==> src/gcode_word_parser_top_defines.svh <==
// Assertion macros used by the G-code word parser top level.
// No dependencies; included by the top level, which supplies clk and arst_n.
`ifndef GCODE_WORD_PARSER_TOP_DEFINES_SVH
`define GCODE_WORD_PARSER_TOP_DEFINES_SVH

// Checks that a condition holds at every clock edge outside reset.
`define GWP_ASSERT_HOLDS(label, cond, msg) \
	label: assert property (@(posedge clk) disable iff (!arst_n) (cond)) else $error(msg);

// Checks that an antecedent implies a consequent on the following edge.
`define GWP_ASSERT_NEXT(label, ante, cons, msg) \
	label: assert property (@(posedge clk) disable iff (!arst_n) (ante) |=> (cons)) \
		else $error(msg);

`endif

==> src/gwp_pkg.sv <==
// Package for the G-code word parser: result type, phase encoding,
// character codes and the letter classifier. No dependencies.
`default_nettype none

package gwp_pkg;

	localparam int GWP_MAX_DIGITS = 12;
	localparam int MANT_W         = 40;
	localparam int TDATA_W        = 56;

	typedef enum logic [1:0] {
		PH_WAIT   = 2'd0,
		PH_LETTER = 2'd1,
		PH_INT    = 2'd2,
		PH_FRAC   = 2'd3
	} phase_t;

	localparam logic [2:0] CLS_FEED    = 3'd0;
	localparam logic [2:0] CLS_ANGLE   = 3'd1;
	localparam logic [2:0] CLS_LENGTH  = 3'd2;
	localparam logic [2:0] CLS_IGNORED = 3'd3;
	localparam logic [2:0] CLS_UNKNOWN = 3'd4;

	localparam logic [7:0] CH_LPAREN = 8'h28;
	localparam logic [7:0] CH_RPAREN = 8'h29;
	localparam logic [7:0] CH_COMMA  = 8'h2C;
	localparam logic [7:0] CH_MINUS  = 8'h2D;
	localparam logic [7:0] CH_DOT    = 8'h2E;
	localparam logic [7:0] CH_ZERO   = 8'h30;
	localparam logic [7:0] CH_NINE   = 8'h39;
	localparam logic [7:0] CH_UPPER_A = 8'h41;
	localparam logic [7:0] CH_UPPER_Z = 8'h5A;
	localparam logic [7:0] CH_LOWER_A = 8'h61;
	localparam logic [7:0] CH_LOWER_Z = 8'h7A;
	localparam logic [7:0] CASE_OFFSET = 8'h20;

	localparam logic [4:0] LETTER_N = 5'd13;

	typedef struct packed {
		logic              word_valid;
		logic [4:0]        letter;
		logic [2:0]        word_class;
		logic              is_negative;
		logic [MANT_W-1:0] mantissa;
		logic [3:0]        fraction_digits;
		logic              overflow;
		logic              double_minus;
		logic              line_end;
	} res_t;

	// Letters are numbered from A = 0 to Z = 25.
	function automatic logic [2:0] classify(input logic [4:0] l);
		logic [2:0] cls;
		case (l) inside
			5'd5:                                       cls = CLS_FEED;
			5'd0, 5'd1, 5'd2:                           cls = CLS_ANGLE;
			5'd8, 5'd9, 5'd10, 5'd17, [5'd20:5'd25]:    cls = CLS_LENGTH;
			5'd6, 5'd12, 5'd13:                         cls = CLS_IGNORED;
			default:                                    cls = CLS_UNKNOWN;
		endcase
		return cls;
	endfunction

endpackage

`default_nettype wire

==> src/gwp_core.sv <==
// Per-character parse step of the G-code word parser: word state registers
// and the next-state and result logic. Depends on gwp_pkg.
`default_nettype none

module gwp_core import gwp_pkg::*; #(
	parameter int MAX_DIGITS = GWP_MAX_DIGITS
) (
	input  wire logic       clk,
	input  wire logic       arst_n,
	input  wire logic       accept,
	input  wire logic [7:0] character,
	input  wire logic       end_of_line,
	output logic            res_valid,
	output res_t            res
);

	localparam logic [63:0] LIM   = (64'd10 ** MAX_DIGITS) - 64'd1;
	localparam int          ACC_W = $clog2(LIM + 64'd1);
	localparam int          EXT_W = ACC_W + 4;

	phase_t           phase_q, phase_d;
	logic [5:0]       depth_q, depth_n;
	logic [4:0]       letter_q, letter_d;
	logic             sign_q, sign_d;
	logic [ACC_W-1:0] acc_q, acc_d;
	logic [3:0]       frac_q, frac_d;
	logic             ovf_q, ovf_d;
	logic             mrep_q, mrep_d;

	logic [7:0]       c;
	logic             is_letter, is_digit, is_point, emit_word;
	logic [3:0]       dig;
	logic [EXT_W-1:0] acc_x10;
	logic             fits, frac_full;
	phase_t           phase_w;

	always_comb begin
		c = character;
		if (character >= CH_LOWER_A && character <= CH_LOWER_Z) begin
			c = character - CASE_OFFSET;
		end
		depth_n = depth_q;
		if (c == CH_LPAREN) begin
			depth_n = depth_q + 6'd1;
		end else if (c == CH_RPAREN) begin
			depth_n = depth_q - 6'd1;
		end
		is_letter = (c >= CH_UPPER_A) && (c <= CH_UPPER_Z);
		is_digit  = (c >= CH_ZERO) && (c <= CH_NINE);
		is_point  = (c == CH_DOT) || (c == CH_COMMA);
		dig       = is_digit ? c[3:0] : 4'd0;
		acc_x10   = (EXT_W'(acc_q) << 3) + (EXT_W'(acc_q) << 1) + EXT_W'(dig);
		fits      = acc_x10 <= EXT_W'(LIM);
		frac_full = (32'(frac_q) >= MAX_DIGITS) || (frac_q == 4'hF);
		emit_word = (depth_n == 6'd0) && (phase_q == PH_INT || phase_q == PH_FRAC)
			&& is_letter;
	end

	always_comb begin
		phase_w  = emit_word ? PH_WAIT : phase_q;
		phase_d  = phase_w;
		letter_d = letter_q;
		sign_d   = sign_q;
		acc_d    = acc_q;
		frac_d   = frac_q;
		ovf_d    = ovf_q;
		mrep_d   = mrep_q;
		if (depth_n == 6'd0) begin
			unique case (phase_w)
				PH_WAIT: begin
					if (is_letter) begin
						phase_d  = PH_LETTER;
						letter_d = 5'(c - CH_UPPER_A);
						sign_d   = 1'b0;
						acc_d    = '0;
						frac_d   = 4'd0;
						ovf_d    = 1'b0;
						mrep_d   = 1'b0;
					end
				end
				PH_LETTER: begin
					if (c == CH_MINUS) begin
						sign_d  = 1'b1;
						phase_d = PH_INT;
					end else if (is_digit) begin
						acc_d   = ACC_W'(dig);
						phase_d = PH_INT;
					end else if (is_point) begin
						phase_d = PH_FRAC;
						frac_d  = 4'd0;
					end
				end
				PH_INT: begin
					if (c == CH_MINUS && sign_q) begin
						mrep_d = 1'b1;
					end
					if (is_digit) begin
						if (fits) begin
							acc_d = acc_x10[ACC_W-1:0];
						end else begin
							acc_d = LIM[ACC_W-1:0];
							ovf_d = 1'b1;
						end
					end else if (is_point) begin
						phase_d = PH_FRAC;
						frac_d  = 4'd0;
					end
				end
				PH_FRAC: begin
					if (is_digit) begin
						if (frac_full || !fits) begin
							ovf_d = 1'b1;
						end else begin
							acc_d  = acc_x10[ACC_W-1:0];
							frac_d = frac_q + 4'd1;
						end
					end
				end
				default: begin
					phase_d = PH_WAIT;
				end
			endcase
		end
	end

	always_comb begin
		res_valid = accept && (emit_word || end_of_line);
		res       = '0;
		if (emit_word) begin
			res.word_valid      = 1'b1;
			res.letter          = letter_q;
			res.word_class      = classify(letter_q);
			res.is_negative     = sign_q;
			res.mantissa        = MANT_W'(acc_q);
			res.fraction_digits = frac_q;
			res.overflow        = ovf_q;
			res.double_minus    = mrep_q;
		end else if ((depth_n == 6'd0) && (phase_d == PH_INT || phase_d == PH_FRAC)) begin
			res.word_valid      = 1'b1;
			res.letter          = letter_d;
			res.word_class      = classify(letter_d);
			res.is_negative     = sign_d;
			res.mantissa        = MANT_W'(acc_d);
			res.fraction_digits = frac_d;
			res.overflow        = ovf_d;
			res.double_minus    = mrep_d;
		end
		res.line_end = end_of_line;
	end

	always_ff @(posedge clk or negedge arst_n) begin
		if (!arst_n) begin
			phase_q  <= PH_WAIT;
			depth_q  <= 6'd0;
			letter_q <= LETTER_N;
			sign_q   <= 1'b0;
			acc_q    <= '0;
			frac_q   <= 4'd0;
			ovf_q    <= 1'b0;
			mrep_q   <= 1'b0;
		end else if (accept) begin
			if (end_of_line) begin
				phase_q  <= PH_WAIT;
				depth_q  <= 6'd0;
				letter_q <= LETTER_N;
				sign_q   <= 1'b0;
				acc_q    <= '0;
				frac_q   <= 4'd0;
				ovf_q    <= 1'b0;
				mrep_q   <= 1'b0;
			end else begin
				phase_q  <= phase_d;
				depth_q  <= depth_n;
				letter_q <= letter_d;
				sign_q   <= sign_d;
				acc_q    <= acc_d;
				frac_q   <= frac_d;
				ovf_q    <= ovf_d;
				mrep_q   <= mrep_d;
			end
		end
	end

endmodule

`default_nettype wire

==> src/gcode_word_parser_top.sv <==
// G-code word parser top level: input stream, parse step, output register
// with skid stage. Depends on gwp_pkg, gwp_core and the defines header.
//
// The slave stream carries one ASCII byte of a G-code line per transfer,
// with tlast on the last byte of the line. The master stream carries one
// parsed word per transfer; tlast marks the result that closes the line.
// A transfer closing the line with no completed word has word_valid low and
// all other data bits zero. Other bytes that complete no word give no transfer.
// One byte is taken every cycle while the skid entry is empty. A result is
// registered behind the parse step, in the output register or, while that
// register is held by the receiver, in the skid entry.
// The output register is backed by a one-entry skid stage, so the input
// keeps flowing while one result waits. The input stalls for as long as
// the skid entry holds a result, up to and including the edge at which the
// receiver takes the output register.
// Reset clears the parser to the start of a line with no open comment and
// empties both output entries.
`default_nettype none
`include "gcode_word_parser_top_defines.svh"

module gcode_word_parser_top import gwp_pkg::*; #(
	parameter int MAX_DIGITS = GWP_MAX_DIGITS
) (
	input  wire logic               clk,
	input  wire logic               arst_n,
	input  wire logic               s_axis_tvalid,
	output logic                    s_axis_tready,
	// [7:0] character
	input  wire logic [7:0]         s_axis_tdata,
	input  wire logic               s_axis_tlast,
	output logic                    m_axis_tvalid,
	input  wire logic               m_axis_tready,
	// [0] word_valid, [5:1] letter, [8:6] word_class, [9] is_negative,
	// [49:10] mantissa, [53:50] fraction_digits, [54] overflow, [55] double_minus
	output logic [TDATA_W-1:0]      m_axis_tdata,
	output logic                    m_axis_tlast
);

	logic accept, res_valid, pop;
	res_t res, out_q, skid_q;
	logic out_v_q, skid_v_q;

	assign s_axis_tready = !skid_v_q;
	assign accept        = s_axis_tvalid && s_axis_tready;
	assign pop           = out_v_q && m_axis_tready;

	gwp_core #(
		.MAX_DIGITS(MAX_DIGITS)
	) u_core (
		.clk(clk),
		.arst_n(arst_n),
		.accept(accept),
		.character(s_axis_tdata),
		.end_of_line(s_axis_tlast),
		.res_valid(res_valid),
		.res(res)
	);

	always_ff @(posedge clk or negedge arst_n) begin
		if (!arst_n) begin
			out_v_q  <= 1'b0;
			skid_v_q <= 1'b0;
		end else if (!out_v_q || pop) begin
			if (skid_v_q) begin
				out_v_q  <= 1'b1;
				skid_v_q <= 1'b0;
			end else begin
				out_v_q <= res_valid;
			end
		end else if (res_valid) begin
			skid_v_q <= 1'b1;
		end
	end

	always_ff @(posedge clk) begin
		if (!out_v_q || pop) begin
			if (skid_v_q) begin
				out_q <= skid_q;
			end else if (res_valid) begin
				out_q <= res;
			end
		end else if (res_valid) begin
			skid_q <= res;
		end
	end

	assign m_axis_tvalid = out_v_q;
	assign m_axis_tlast  = out_q.line_end;
	assign m_axis_tdata  = {out_q.double_minus, out_q.overflow, out_q.fraction_digits,
		out_q.mantissa, out_q.is_negative, out_q.word_class, out_q.letter,
		out_q.word_valid};

	`GWP_ASSERT_HOLDS(a_skid_behind_out, !skid_v_q || out_v_q, "skid full with output empty")
	`GWP_ASSERT_NEXT(a_stall_keeps_out, out_v_q && !m_axis_tready, out_v_q, "result lost")
	`GWP_ASSERT_HOLDS(a_empty_closes_line, !out_v_q || out_q.word_valid || out_q.line_end,
		"result with neither word nor line end")
	`GWP_ASSERT_NEXT(a_skid_fill, out_v_q && !m_axis_tready && res_valid, skid_v_q,
		"stalled result not held in skid")

endmodule

`default_nettype wire

==> config.mk <==
export PLATFORM = sky130hd
export DESIGN_NAME = gcode_word_parser_top
export DESIGN_NICKNAME = d
export VERILOG_FILES = /design/src/gwp_pkg.sv /design/src/gwp_core.sv /design/src/gcode_word_parser_top.sv
export VERILOG_INCLUDE_DIRS = /design/src /design/src/src
export SDC_FILE = /design/constraint.sdc
export NUM_CORES = 1
export LEC_CHECK = 0
export ABC_AREA = 1
export BUFFER_PORTS_ARGS = -buffer_cell sky130_fd_sc_hd__buf_2
export CAP_MARGIN = 40
export CELL_PAD_IN_SITES_DETAIL_PLACEMENT = 2
export CELL_PAD_IN_SITES_GLOBAL_PLACEMENT = 2
export CORE_ASPECT_RATIO = 0.9
export CORE_MARGIN = 2
export CORE_UTILIZATION = 36
export DETAILED_ROUTE_END_ITERATION = 12
export PLACE_DENSITY_LB_ADDON = 0.1
export SLEW_MARGIN = 20
export SYNTH_ARGS = -nofsm -noshare
export SYNTH_HDL_FRONTEND = slang
export SYNTH_SLANG_ARGS = --single-unit
==> constraint.sdc <==
create_clock -name clk -period 6.7 [get_ports clk]
set_input_delay 0.67 -clock clk [delete_from_list [all_inputs] [get_ports clk]]
set_output_delay 0.67 -clock clk [all_outputs]
set_load 0.02 [all_outputs]
### After elaboration in Yosys (flattened, before gate mapping)

Index checks and enable logic that the tools add are counted.

* add/sub/neg operators: 7
* magnitude comparators: 12
* eq/ne operators: 33
* mux-type cells: 70
* bitwise operators: 1
* reduce and logical (&&, ||, !) cells: 36

Operator list (number)
* $mux 40: 9
* $pmux 40 s4: 1
* $mux 57: 2
* $mux 56: 2
* $eq 5x4->1 const B: 10
* $add 43x41->44: 1
* $add 44x4->44: 1
* $le 44x40->1 const B: 1
* $eq 8x6->1 const B: 5
* $mux 4: 9
* $mux 3: 8
* $eq 5x3->1 const B: 4
* $mux 5: 4
* $mux 1: 18
* $mux 6: 3
* $ge 8x7->1 const B: 2
* $le 8x7->1 const B: 2
* $mux 2: 8
* $pmux 4 s4: 1
* $eq 2x2->1 const B: 6
* $logic_and 1x1->1: 12
* $reduce_or 3->1: 4
* $eq 5x1->1 const B: 2
* $eq 5x2->1 const B: 2
* 26 further kinds: 42

* register bits after elaboration: 176
* input port bits: 13
* output and inout bits: 59
* logic and storage cells: 187

### Longest topological paths before layout

Gate-level depths: netlist of the first run.

* word-level depth: 23
* mapped depth: 46
* depth with buffers taken out: 43

### Hierarchy

A second synthesis of the first run with hierarchy kept.

* cell total of the unflattened synthesis: 2123
* area total of the unflattened synthesis: 14002.2 um^2

By module, submodules not included
* gwp_core: instances 1, cells each 1810, area an instance 9745.6 um^2, sequential area each 1505.2 um^2
* gcode_word_parser_top: instances 1, cells each 313, area an instance 4256.6 um^2, sequential area each 3473.3 um^2

### Worst setup path after synthesis of the first run

OpenSTA, ideal clock, no wires.

* kind: input -> register
* start: input s_axis_tdata[0]
* end: register out_q, in the netlist m_axis_tdata[48], data pin
* library setup time: 0.253 ns
* arrival: 5.691 ns
* slack: 0.757 ns
* stages: 39
* cells stage by stage: inv_1 -> ha_1 -> nand4_2 -> nand4_1 -> nand2_2 -> nor2_4 -> buf_6 -> nand2_1 -> inv_1 -> clkbuf_1 -> buf_1 -> nand2_1 -> fa_1 -> inv_1 -> fa_1 -> nand3_1 -> nand2_1 -> nand2_1 -> [3 not listed] -> or2_1 -> nand2_1 -> nand2_1 -> nor2_1 -> nor2_1 -> nor2_1 -> nor2_1 -> nor2_1 -> nor2_1 -> nor2_4 -> clkbuf_1 -> nand3_1 -> a21boi_0 -> nand3_1 -> nand3_2 -> nand2_1 -> nand2_1 -> nand2_1

* word-level cells in the longest chain between the ends: 22

RTL lines
* start, declared: RTL line gcode_word_parser_top.sv:29 `input wire logic [7:0] s_axis_tdata,`
* $ge 8x7->1 or $le 8x7->1 (tied branches): RTL line gwp_core.sv:39 `if (character >= CH_LOWER_A && character <= CH_LOWER_Z) begin`
* $logic_and 1x1->1: RTL line gwp_core.sv:39
* $mux 8 *: RTL line gwp_core.sv:39
* branches (longest 16 deep; another with $add 44x4->44)
* $mux 56 *: RTL line gwp_core.sv:129 `if (emit_word) begin`
* $mux 57 *: RTL line gcode_word_parser_top.sv:79 `end else if (res_valid) begin`
* $mux 57 *: RTL line gcode_word_parser_top.sv:77 `if (skid_v_q) begin`
* end signal, assigned: RTL line gcode_word_parser_top.sv:78 `out_q <= skid_q;`
* end signal, assigned: RTL line gcode_word_parser_top.sv:80 `out_q <= res;`
* end, declared: RTL line gcode_word_parser_top.sv:40 `res_t res, out_q, skid_q;`

Mark *: on every way between the ends. The select of a mux whose other input is x is not followed.
A chain may end at the register's enable or synchronous reset.

==> impl_metrics.csv, run 1 <==
group,metric,value,unit
clocking,htreeDepth,4,
floorplanning,initial_core_util,36.7,%
clocking,cts.sinks,176,
finish,final_area,16900,um^2
sta,fin_crit_sh,90.5,%
clocking,cts.clk_slew.worst_paths,0.08,ns
sta,setup_viol,0,
setup_path,reg2reg_to,"m_axis_tdata[50]$_DFFE_PP_",
yosys,async_flop_share,35.2,%
setup_path,crit_fanout,27,
power_and_ir_drop,total_power,3.46,mW
power_and_ir_drop,p_per_area,205,nW/um^2
yosys,syn_nets,2354,
status,violations,"DRC",
yosys,synth_area_leaders,"edfxtp_1 22%, nand2_1 19%, dfrtp_1 9.6%, nand3_1 9.0%, ha_1 7.1%",
yosys,yosysWarnings,0,
floorplanning,dieArea,44400,um^2
yosys,ys_types,55,
setup_path,crit_type,"input port to flop",
sta,hold_violations,0,
grt,grt_usage,29.2,%
routing,viasPerCell,5.65,
hold_path,worst_hold_path_type,"input port to asynchronous set/reset pin",
finish,final_nets,2379,
sta,slew_headroom,41.2,%
setup_path,critPathLaunchType,"input port",
floorplanning,io_pins,72,
sta,worst_slew_pin_slew,0.882,ns
yosys,syn_area,15400,um^2
floorplanning,die_w,222,um
setup_path,cpPeakStageDelay,0.49,ns
setup_path,worstPathRequired,6.92,ns
clocking,cts_buffer_depth,2,
finish,syn_to_final_growth,9.72,%
grt,grt_overflow,0,
sta,slew_violations,0,
setup_path,worstSetupEndpointType,"flop",
setup_path,critPathArrivalTime,6.28,ns
yosys,avgSynthCellArea,6.83,um^2
setup_path,reg2reg_depth,27,
clocking,post_cts_buffers,0,
placement,gp_congestion,0.920,
sta,worst_clock_skew,0.0111,ns
grt,antenna_found_initial,0,
clocking,cts_tree,"done",
finish,drive_gt1_share,9.91,%
finish,fill_cells,5039,
finish,regArea,4980,um^2
routing,drt_wl_total,64000,um
setup_path,critPathSlowestCell,"fa_1",
routing,drc,4,
yosys,synthFlopType,"edfxtp_1",
floorplanning,row_count,71,
job,cap_violations,0,
sta,rsz0062_at_grt,"false",
yosys,synth-seq-cells,176,
routing,firstDrtPassIters,9,
routing,num_vias,16042,
grt,grt_pass1_wl,101000,um
sta,setup_ws,0.640,ns
power_and_ir_drop,p_leak,7.98,nW
grt,grt_pass1_vias,17646,
clocking,clkLatencyLatePin,0.48,ns
status,status,"finished with violations",
placement,place_ws,0.0373,ns
sta,fmax,165,MHz
yosys,synth_top_area_cell,"edfxtp_1",
placement,port_buffers,71,
finish,multiInputGateArea,9050,um^2
yosys,syn_inst,2252,
sta,period_minus_slack,6.06,ns
finish,antenna_cells,0,
routing,antenna_left,0,
floorplanning,die_y,200,um
yosys,synth_top_cell_area_share,22.3,%
sta,finalSetupTns,0,ns
placement,placed_cell_area,16200,um^2
yosys,synth-edff-count,114,
clocking,cts_buffers,17,
placement,hpwl,46500,um
yosys,ys_seq_area_share,32.4,%
setup_path,reg2reg_from,"u_core.acc_q[0]$_DFFE_PN0P_",
setup_path,reg2reg_slack,1.53,ns
clocking,cts_root_buffer,"clkbuf_16",
grt,grt_max_degree,61,
setup_path,cp_common_cell,"nand2_1",
routing,wire_per_inst,22.6,um
power_and_ir_drop,peakVddDrop,0.144,mV
floorplanning,core-area,41900,um^2
routing,drt_iter0_drc,1028,
## critical path, delay by kind of cell
family,cells,cell delay (ns)
and+or+nand+nor,27,3.40
adders and majority gates,3,1.23
buffers and inverters,5,0.69
xor gates and xnor gates,1,0.27
## routing by layer
layer | vias up | GRT usage, % | wire, um | share of wire [%]
li1 | 7561 | - | - | -
met1 | 8095 | 37.4 | 29400 | 46
met2 | 298 | 51.5 | 31000 | 48
met3 | 88 | 3.18 | 2130 | 3.3
met4 | 0 | 9.93 | 1500 | 2.3
met5 | - | 0 | 0 | 0
## area by class of cell
cell class / count / area share (%)
clock buffer: 17 / 2.52
inverter: 222 / 4.98
clock inverter: 15 / 1.14
tap: 547 / 4.06
multi-input combinational: 1756 / 53.7
sequential: 176 / 29.5
timing repair buffer: 104 / 4.09
## through the flow
stage          hold WS [ns]  std cells  util [%]
6_report              0.156       2837      40.2
5_1_grt               0.172       2837      40.2
4_1_cts               0.166       2835      40.1
3_5_place_dp          0.511       2803      38.6
3_3_place_gp          0.500       2802      38.6
2_1_floorplan         0.374       2252         -
## synth_stat cells (3+ instances only)
| library cell | count |
|---|---|
| nand2_2 | 26 |
| o211ai_1 | 5 |
| nand3_1 | 276 |
| inv_2 | 7 |
| nand2_1 | 778 |
| o22ai_1 | 18 |
| nor3_1 | 7 |
| nor2_1 | 141 |
| xor2_1 | 10 |
| o21ai_1 | 6 |
| dfrtp_1 | 59 |
| nand3_2 | 31 |
| xnor2_1 | 10 |
| nand4_1 | 23 |
| a21boi_1 | 11 |
| a21oi_1 | 104 |
| ha_1 | 87 |
| inv_1 | 210 |
| buf_6 | 7 |
| a211oi_1 | 5 |
| buf_4 | 4 |
| clkbuf_1 | 60 |
| clkinv_1 | 3 |
| a31oi_1 | 45 |
| o2111ai_1 | 12 |
| o21bai_1 | 5 |
| edfxtp_1 | 114 |
| a21boi_0 | 27 |
| nand2_4 | 5 |
| o21ai_0 | 95 |
| dfstp_2 | 3 |
| buf_12 | 3 |
| nor2_4 | 4 |
| nand3b_1 | 6 |
| buf_2 | 21 |
## timing repair
item	in CTS	in global routing
endpoints found under the setup margin	0	2
gates resized for setup	0	1
hold buffers	0	0
## sequential cells by signal, summed over array words and instances, names as in the netlist
signal / count
u_core.depth_q: 6
m_axis_tlast: 1
skid_q: 57
u_core.mrep_q: 1
m_axis_tvalid: 1
u_core.letter_q: 5
u_core.sign_q: 1
skid_v_q: 1
u_core.ovf_q: 1
m_axis_tdata: 56
u_core.frac_q: 4
u_core.phase_q: 2
u_core.acc_q: 40
## where the power goes
| part | internal [mW] | total [mW] | switching [mW] |
|---|---|---|---|
| combinational | 0.288 | 1.04 | 0.750 |
| sequential | 1.22 | 1.31 | 0.0893 |
| clock | 0.570 | 1.11 | 0.535 |
| total | 2.08 | 3.46 | 1.37 |
## cells in the final DEF (no fill, tap or decap), types with 6 or more instances in the layout
cell,n
a21oi_1,104
a21boi_1,11
buf_4,26
a31oi_1,45
xnor2_1,10
nand3b_1,6
edfxtp_1,114
inv_8,6
nand3_2,31
buf_2,71
o21ai_0,95
nand3_1,276
nand2_1,778
o21ai_1,6
ha_1,87
xor2_1,10
dfrtp_1,58
clkbuf_16,17
nor3_1,7
nand4_1,23
inv_2,8
a21boi_0,27
o2111ai_1,12
inv_1,210
nor2_4,7
nand2_2,26
o22ai_1,18
nor2_1,138
## kinds of logic after synthesis
group	Yosys count	share of synthesized area, %
compound gates	342	13.0
simple gates	1305	37.3
xor+xnor	20	1.14
fa+ha+maj	89	7.34
buf+inv	320	8.86
flops	176	32.4
## worst max path at each step
stage	start	end	slack (ns)	cells past startpoint
2_1_floorplan	s_axis_tdata[0]	m_axis_tdata[48]$_DFFE_PP_	0.76	39
6_report	s_axis_tdata[0]	m_axis_tdata[50]$_DFFE_PP_	0.64	36
4_1_cts	s_axis_tdata[0]	m_axis_tdata[50]$_DFFE_PP_	0.51	36
3_3_place_gp	s_axis_tdata[0]	m_axis_tdata[11]$_DFFE_PP_	0.33	38
3_5_place_dp	s_axis_tdata[0]	m_axis_tdata[10]$_DFFE_PP_	0.04	36
5_1_grt	s_axis_tdata[0]	m_axis_tdata[20]$_DFFE_PP_	0.07	36
Power figures use the tool's default switching activity.
==> inputs of run 2 (changes only) <==
--- a/config.mk
+++ b/config.mk
@@ -13,10 +13,12 @@
 export CELL_PAD_IN_SITES_GLOBAL_PLACEMENT = 2
 export CORE_ASPECT_RATIO = 0.9
 export CORE_MARGIN = 2
-export CORE_UTILIZATION = 36
+export CORE_UTILIZATION = 33
 export DETAILED_ROUTE_END_ITERATION = 12
+export GPL_TIMING_DRIVEN = 0
 export PLACE_DENSITY_LB_ADDON = 0.1
 export SLEW_MARGIN = 20
 export SYNTH_ARGS = -nofsm -noshare
 export SYNTH_HDL_FRONTEND = slang
+export SYNTH_HIERARCHICAL = 1
 export SYNTH_SLANG_ARGS = --single-unit
==> run 2 against run 1 <==
Effect of this change: the flow now finishes without violations; clock power down 7%; clock skew up 0.0093 ns; hold slack better by 0.013 ns; largest cell class unchanged; die area down 0.63%; first-iteration DRC count down 21%; via count down 9.0%; register-to-register slack about the same; final area down 5.4%; utilization down 2.1 points; critical path depth up 2; largest power group unchanged; maximum frequency down 3.3%.
==> impl_metrics.csv, run 2 <==
group,metric,value,unit
yosys,synth_top_cell_area_share,26.6,%
finish,drive_gt1_share,9.27,%
yosys,yosysWarnings,6,
yosys,synth-edff-count,114,
yosys,synth.top_cells.by_count,"994 x nand2_1, 265 x inv_1, 131 x nor2_1",
setup_path,worstPathRequired,6.92,ns
clocking,cts.clk_slew.worst_paths,0.08,ns
placement,place_inst,2748,
power_and_ir_drop,peakVddDrop,0.173,mV
yosys,syn_inst,2123,
routing,firstDrtPassIters,7,
finish,largest_register_ffs,57,
clocking,postCtsHoldBufs,0,
routing,drt_wl_total,60800,um
yosys,synth_area_leaders,"nand2_1 27%, edfxtp_1 24%, dfrtp_1 11%, ha_1 7.8%, inv_1 7.1%",
clocking,htreeDepth,4,
floorplanning,die_w,221,um
yosys,syn_area,14000,um^2
yosys,ys_types,50,
placement,placed_cell_area,15200,um^2
yosys,synthFlopType,"edfxtp_1",
yosys,synth_top_area_cell,"nand2_1",
finish,final_common_cell,"nand2_1",
setup_path,cp_common_cell,"nand2_1",
hold_path,worst_hold_path_type,"input port to asynchronous set/reset pin",
finish,layout_common_cells,"988 x nand2_1, 264 x inv_1, 126 x nor2_1, 114 x edfxtp_1, 110 x nand3_1",
placement,port_buffers,70,
floorplanning,initial_core_util,33.5,%
floorplanning,io_pins,72,
sta,hold_ws,0.169,ns
power_and_ir_drop,p_per_area,168,nW/um^2
routing,wire_per_inst,21.8,um
sta,setup_viol,0,
setup_path,reg2reg_depth,28,
routing,viasPerCell,5.23,
sta,hold_violations,0,
clocking,cts_root_buffer,"clkbuf_16",
yosys,avgSynthCellArea,6.60,um^2
yosys,yosysMostFrequentCell,"nand2_1",
sta,slew_headroom,44.0,%
grt,grt_pass1_vias,15660,
finish,final_area,16000,um^2
routing,num_vias,14605,
floorplanning,dieArea,44100,um^2
routing,antenna_left,0,
sta,fin_crit_sh,93.5,%
routing,drt_iter0_drc,817,
sta,worst_slew_pin_slew,0.841,ns
setup_path,crit_fanout,10,
sta,slew_violations,0,
clocking,cts.sinks,176,
setup_path,worstSetupEndpointType,"flop",
grt,grt_usage,28.0,%
sta,fmax,160,MHz
yosys,synth-seq-cells,176,
grt,grt_pass1_wl,94000,um
sta,worst_clock_skew,0.0204,ns
floorplanning,core-area,41800,um^2
setup_path,critPathArrivalTime,6.48,ns
setup_path,reg2reg_slack,1.53,ns
sta,finalSetupTns,0,ns
floorplanning,die_y,199,um
status,status,"complete, no violations",
clocking,cts_tree,"done",
setup_path,critPathLaunchType,"input port",
job,cap_violations,0,
grt,grt_overflow,0,
finish,syn_to_final_growth,13.9,%
setup_path,reg2reg_to,"m_axis_tdata[26]$_DFFE_PP_",
yosys,syn_nets,2225,
setup_path,critPathSlowestCell,"fa_2",
setup_path,crit_family,"simple AND/OR/NAND/NOR gates",
grt,antenna_found_initial,1,
finish,utilization,38.1,%
routing,drc,0,
floorplanning,row_count,71,
placement,gp_congestion,0.897,
clocking,clkLatencyLatePin,0.47,ns
finish,fin_cells,2793,
clocking,cts_buffers,17,
power_and_ir_drop,p_leak,8.51,nW
yosys,async_flop_share,35.2,%
sta,period_minus_slack,6.26,ns
setup_path,crit_type,"input port to flop",
setup_path,reg2reg_from,"u_core/acc_q[2]$_DFFE_PN0P_",
yosys,ys_seq_area_share,35.6,%
setup_path,path_buf_inv,5,
finish,regArea,4980,um^2
finish,largest_register,"skid_q",
finish,fill_cells,5173,
setup_path,cpPeakStageDelay,0.43,ns
clocking,cts_buffer_depth,2,
placement,hpwl,49500,um
finish,multiInputGateArea,7780,um^2
finish,final_nets,2334,
grt,grt_max_degree,35,
[run 2: cell types whose count changed in the layout (fill, tap and decap cells not counted), moves of 27 or more]
cell      previous run  this run
nand2_1            778       988
nand3_1            276       110
inv_1              210       264
o21ai_0             95        45
a21oi_1            104        59
a31oi_1             45         4
a21boi_0            27         0
[run 2: logic make-up after synthesis]
kind of cell               after synthesis  synth area share, %
xor gates and xnor gates                18                 1.13
adders and majority gates               89                 8.06
and+or+nand+nor                       1316                 38.0
DFF                                    176                 35.6
AOI/OAI and AO/OA                      190                 7.68
buffers and inverters                  334                 9.57
[run 2: metrics by stage]
step | worst slack [ns] | power (mW)
floorplan | 1.11 | 1.49
global placement | -0.859 | 1.62
detailed placement | -0.969 | 1.65
CTS | 0.0225 | 2.69
global route | -0.0341 | 2.78
finish | 0.436 | 2.68
[run 2: final cells by class]
class	count	area share, %
diodes	1	0.0157
repair buffers	90	3.55
plain buffers	60	2.01
clock buffers	17	2.67
multi-input cells	1613	48.7
flip-flops and latches	176	31.2
clock inverters	15	1.05
well taps	547	4.29
inverters	274	6.47
[run 2: metal layers]
metal | routed length [um] | vias up | global-route usage [%] | share of wire [%]
met5 | 0 | - | 0 | 0
met4 | 1030 | 0 | 6.16 | 1.7
met3 | 2420 | 54 | 4.66 | 4.0
met2 | 28300 | 243 | 46.3 | 47
met1 | 29100 | 7329 | 38.4 | 48
li1 | - | 6979 | - | -
[run 2: repair_timing]
item / in CTS / in global routing
buffers inserted: 0 / 10
endpoints found under the setup margin: 104 / 120
resized for setup: 7 / 23
pin swaps: 0 / 4
[run 2: power breakdown]
| part | total [mW] | internal [mW] | switching [mW] |
|---|---|---|---|
| registers | 1.23 | 1.20 | 0.0325 |
| logic | 0.414 | 0.110 | 0.304 |
| clock network | 1.03 | 0.502 | 0.530 |
[run 2: worst max-delay path by stage]
stage | start | end | slack (ns) | cells past startpoint
after floorplan | s_axis_tdata[0] | m_axis_tdata[0]$_DFFE_PP_ | 1.11 | 17
after global placement | s_axis_tdata[0] | skid_q[25]$_DFFE_PP_ | -0.86 | 18
after detailed placement | s_axis_tdata[0] | m_axis_tdata[26]$_DFFE_PP_ | -0.97 | 39
after CTS | s_axis_tdata[0] | m_axis_tdata[46]$_DFFE_PP_ | 0.02 | 39
after global routing | s_axis_tdata[0] | m_axis_tdata[26]$_DFFE_PP_ | -0.03 | 38
final | s_axis_tdata[0] | m_axis_tdata[26]$_DFFE_PP_ | 0.44 | 38
[run 2: worst register-to-register path: cells and delay by family (launching register included)]
family / cells / cell delay [ns]
AO/OA/AOI/OAI: 2 / 0.34
adder cells (fa/ha/maj): 2 / 0.99
buffers and inverters: 4 / 0.61
flip-flops: 1 / 0.64
AND/OR/NAND/NOR: 20 / 2.35
==> inputs of run 3 (changes only) <==
--- a/config.mk
+++ b/config.mk
@@ -6,7 +6,6 @@
 export SDC_FILE = /design/constraint.sdc
 export NUM_CORES = 1
 export LEC_CHECK = 0
-export ABC_AREA = 1
 export BUFFER_PORTS_ARGS = -buffer_cell sky130_fd_sc_hd__buf_2
 export CAP_MARGIN = 40
 export CELL_PAD_IN_SITES_DETAIL_PLACEMENT = 2
==> run 3 against run 2 <==
Effect of this change: final area is 6.6% lower; global-route usage is 3.0 points lower; register-to-register slack worse by 0.62 ns; sequential share of layout area is 2.2 points higher; clock power hardly changed; setup slack worse by 0.32 ns; hold slack worse by 0.032 ns; cell count is 29% lower; wire length is 18% lower; clock-buffer cell count stayed put; maximum frequency is 4.8% lower; synthesized area is 8.3% lower.
==> impl_metrics.csv, run 3 <==
group,metric,value,unit
setup_path,worstPathRequired,6.90,ns
floorplanning,core-area,38400,um^2
sta,setup_ws,0.119,ns
grt,grt_max_degree,43,
yosys,yosysMostFrequentCell,"a21oi_1",
yosys,syn_nets,1435,
routing,drt_iter0_drc,628,
hold_path,worst_hold_path_type,"input port to asynchronous set/reset pin",
setup_path,reg2reg_from,"u_core/acc_q[17]$_DFFE_PN0P_",
yosys,synth_area_leaders,"edfxtp_1 27%, dfrtp_1 12%, ha_1 8.5%, mux2_4 6.7%, a21oi_1 5.0%",
clocking,cts_tree,"done",
yosys,synth-seq-cells,176,
yosys,ys_types,88,
finish,final_area,14900,um^2
clocking,cts.sinks,176,
finish,final_nets,1541,
sta,fin_crit_sh,98.2,%
power_and_ir_drop,p_leak,5.92,nW
status,status,"complete, no violations",
yosys,syn_inst,1333,
sta,fmax,152,MHz
yosys,synth_top_cell_area_share,26.7,%
clocking,cts.clk_slew.worst_paths,0.08,ns
grt,grt_pass1_wl,75900,um
placement,hpwl,39100,um
yosys,yosysWarnings,6,
placement,placed_cell_area,14000,um^2
setup_path,reg2reg_depth,19,
job,cap_violations,0,
routing,drc,0,
setup_path,critPathLaunchType,"input port",
setup_path,worstSetupEndpointType,"flop",
floorplanning,die_w,212,um
sta,slew_headroom,38.2,%
routing,firstDrtPassIters,5,
power_and_ir_drop,peakVddDrop,0.179,mV
finish,largest_register,"skid_q",
yosys,async_flop_share,35.2,%
sta,worst_slew_pin_slew,0.919,ns
floorplanning,initial_core_util,33.4,%
yosys,synthFlopType,"edfxtp_1",
grt,antenna_found_initial,1,
yosys,syn_area,12800,um^2
power_and_ir_drop,p_per_area,169,nW/um^2
finish,layout_common_cells,"125 x a21oi_1, 120 x nor2_1, 115 x nand2_1, 114 x edfxtp_1",
routing,wire_per_inst,25.1,um
yosys,synth.top_cells.by_count,"128 x a21oi_1, 120 x nor2_1, 115 x nand2_1",
sta,slew_violations,0,
routing,num_vias,11559,
routing,antenna_left,0,
setup_path,crit_fanout,10,
yosys,synth-edff-count,114,
routing,drt_wl_total,49600,um
finish,fill_cells,4162,
setup_path,crit_type,"input port to flop",
placement,port_buffers,71,
finish,syn_to_final_growth,16.1,%
floorplanning,row_count,68,
yosys,avgSynthCellArea,9.63,um^2
placement,gp_congestion,0.836,
setup_path,critPathArrivalTime,6.78,ns
clocking,clkLatencyLatePin,0.45,ns
clocking,cts_root_buffer,"clkbuf_16",
setup_path,reg2reg_to,"m_axis_tdata[29]$_DFFE_PP_",
clocking,postCtsHoldBufs,0,
finish,final_common_cell,"a21oi_1",
sta,worst_clock_skew,0.0129,ns
grt,grt_usage,24.9,%
yosys,ys_seq_area_share,38.8,%
grt,grt_overflow,0,
clocking,htreeDepth,4,
setup_path,reg2reg_slack,0.91,ns
placement,place_ws,-1.50,ns
sta,period_minus_slack,6.58,ns
finish,largest_register_ffs,57,
grt,grt_pass1_vias,12035,
floorplanning,die_y,191,um
routing,viasPerCell,5.84,
clocking,cts_buffers,17,
sta,hold_violations,0,
finish,drive_gt1_share,19.1,%
floorplanning,dieArea,40500,um^2
sta,setup_viol,0,
clocking,cts_buffer_depth,2,
yosys,synth_top_area_cell,"edfxtp_1",
floorplanning,io_pins,72,
run 3: worst max path at each step:
stage	startpoint	to	slack, ns	cells past startpoint
finish	s_axis_tdata[0]	m_axis_tdata[30]$_DFFE_PP_	0.12	25
floorplan	s_axis_tdata[7]	m_axis_tdata[0]$_DFFE_PP_	0.30	10
CTS	s_axis_tdata[0]	m_axis_tdata[30]$_DFFE_PP_	-0.02	25
detailed placement	s_axis_tdata[1]	m_axis_tdata[35]$_DFFE_PP_	-1.50	25
global placement	s_axis_tdata[1]	m_axis_tdata[39]$_DFFE_PP_	-2.14	14
global route	s_axis_tdata[0]	m_axis_tdata[30]$_DFFE_PP_	-0.02	26
run 3: layout make-up:
cell class	count	area (um^2)	area share (%)
Antenna cell	1	2.50	0.0168
Buffer	65	385	2.59
Clock buffer	17	425	2.86
Clock inverter	15	161	1.08
Inverter	42	158	1.06
Multi-Input combinational cell	1048	7560	50.8
Sequential cell	176	4980	33.4
Tap cell	525	657	4.41
Timing Repair Buffer	89	567	3.81
run 3: stage by stage:
step           instances  hold WS [ns]  power (mW)  util [%]  TNS [ns]
2_1_floorplan       1333         0.374        1.41         -         0
3_3_place_gp        1929         0.482        1.51      36.1   -251.63
3_5_place_dp        1936         0.495        1.53      36.5   -140.03
4_1_cts             1975         0.126        2.54      38.5   -0.0270
5_1_grt             1977         0.133        2.61      38.8   -0.0289
6_report            1978         0.137        2.52      38.8         0
run 3: power breakdown:
part           internal (mW)  switching, mW
clock                  0.501          0.512
sequential              1.19         0.0180
combinational         0.0991          0.195
run 3: cell families (layout without fill, tap and decap cells):
group	Yosys count	count (layout)	share of synthesized area, %
AOI/OAI and AO/OA	448	448	22.9
xor gates and xnor gates	37	37	2.53
adders and majority gates	89	89	8.79
buffers and inverters	109	228	4.17
DFF	176	176	38.8
muxes	65	65	7.32
other	0	1	0
and+or+nand+nor	409	409	15.5
run 3: what timing repair did:
action / 4_1_cts / 5_1_grt
gates resized for setup: 38 / 20
setup endpoints to repair: 135 / 85
pin swaps: 7 / 8
buffers inserted: 7 / 2
run 3: worst max-delay path, cell delays in order:
cell and delay (ns):
buf_2 0.16, inv_2 0.11, ha_2 0.21, nor2_1 0.05, o21ai_1 0.18, and3_4 0.23, clkbuf_4 0.22, nand2_1 0.12
fa_1 0.51, inv_1 0.08, fa_2 0.43, a211oi_2 0.30, o211ai_1 0.30, nand3_2 0.22, nand3_4 0.16, a21boi_4 0.21
o41ai_1 0.13, or4_4 0.55, a21oi_4 0.26, a31oi_1 0.17, a211oi_2 0.31, o21ai_2 0.17, buf_4 0.23, a221o_1 0.45
mux2_4 0.31
run 3: routing by layer:
metal | track usage, % | vias to the layer above | wire (um)
li1 | - | 5303 | -
met1 | 37.1 | 5982 | 25300
met2 | 38.3 | 232 | 21700
met3 | 3.17 | 42 | 1850
met4 | 5.85 | 0 | 726
met5 | 0 | - | 0
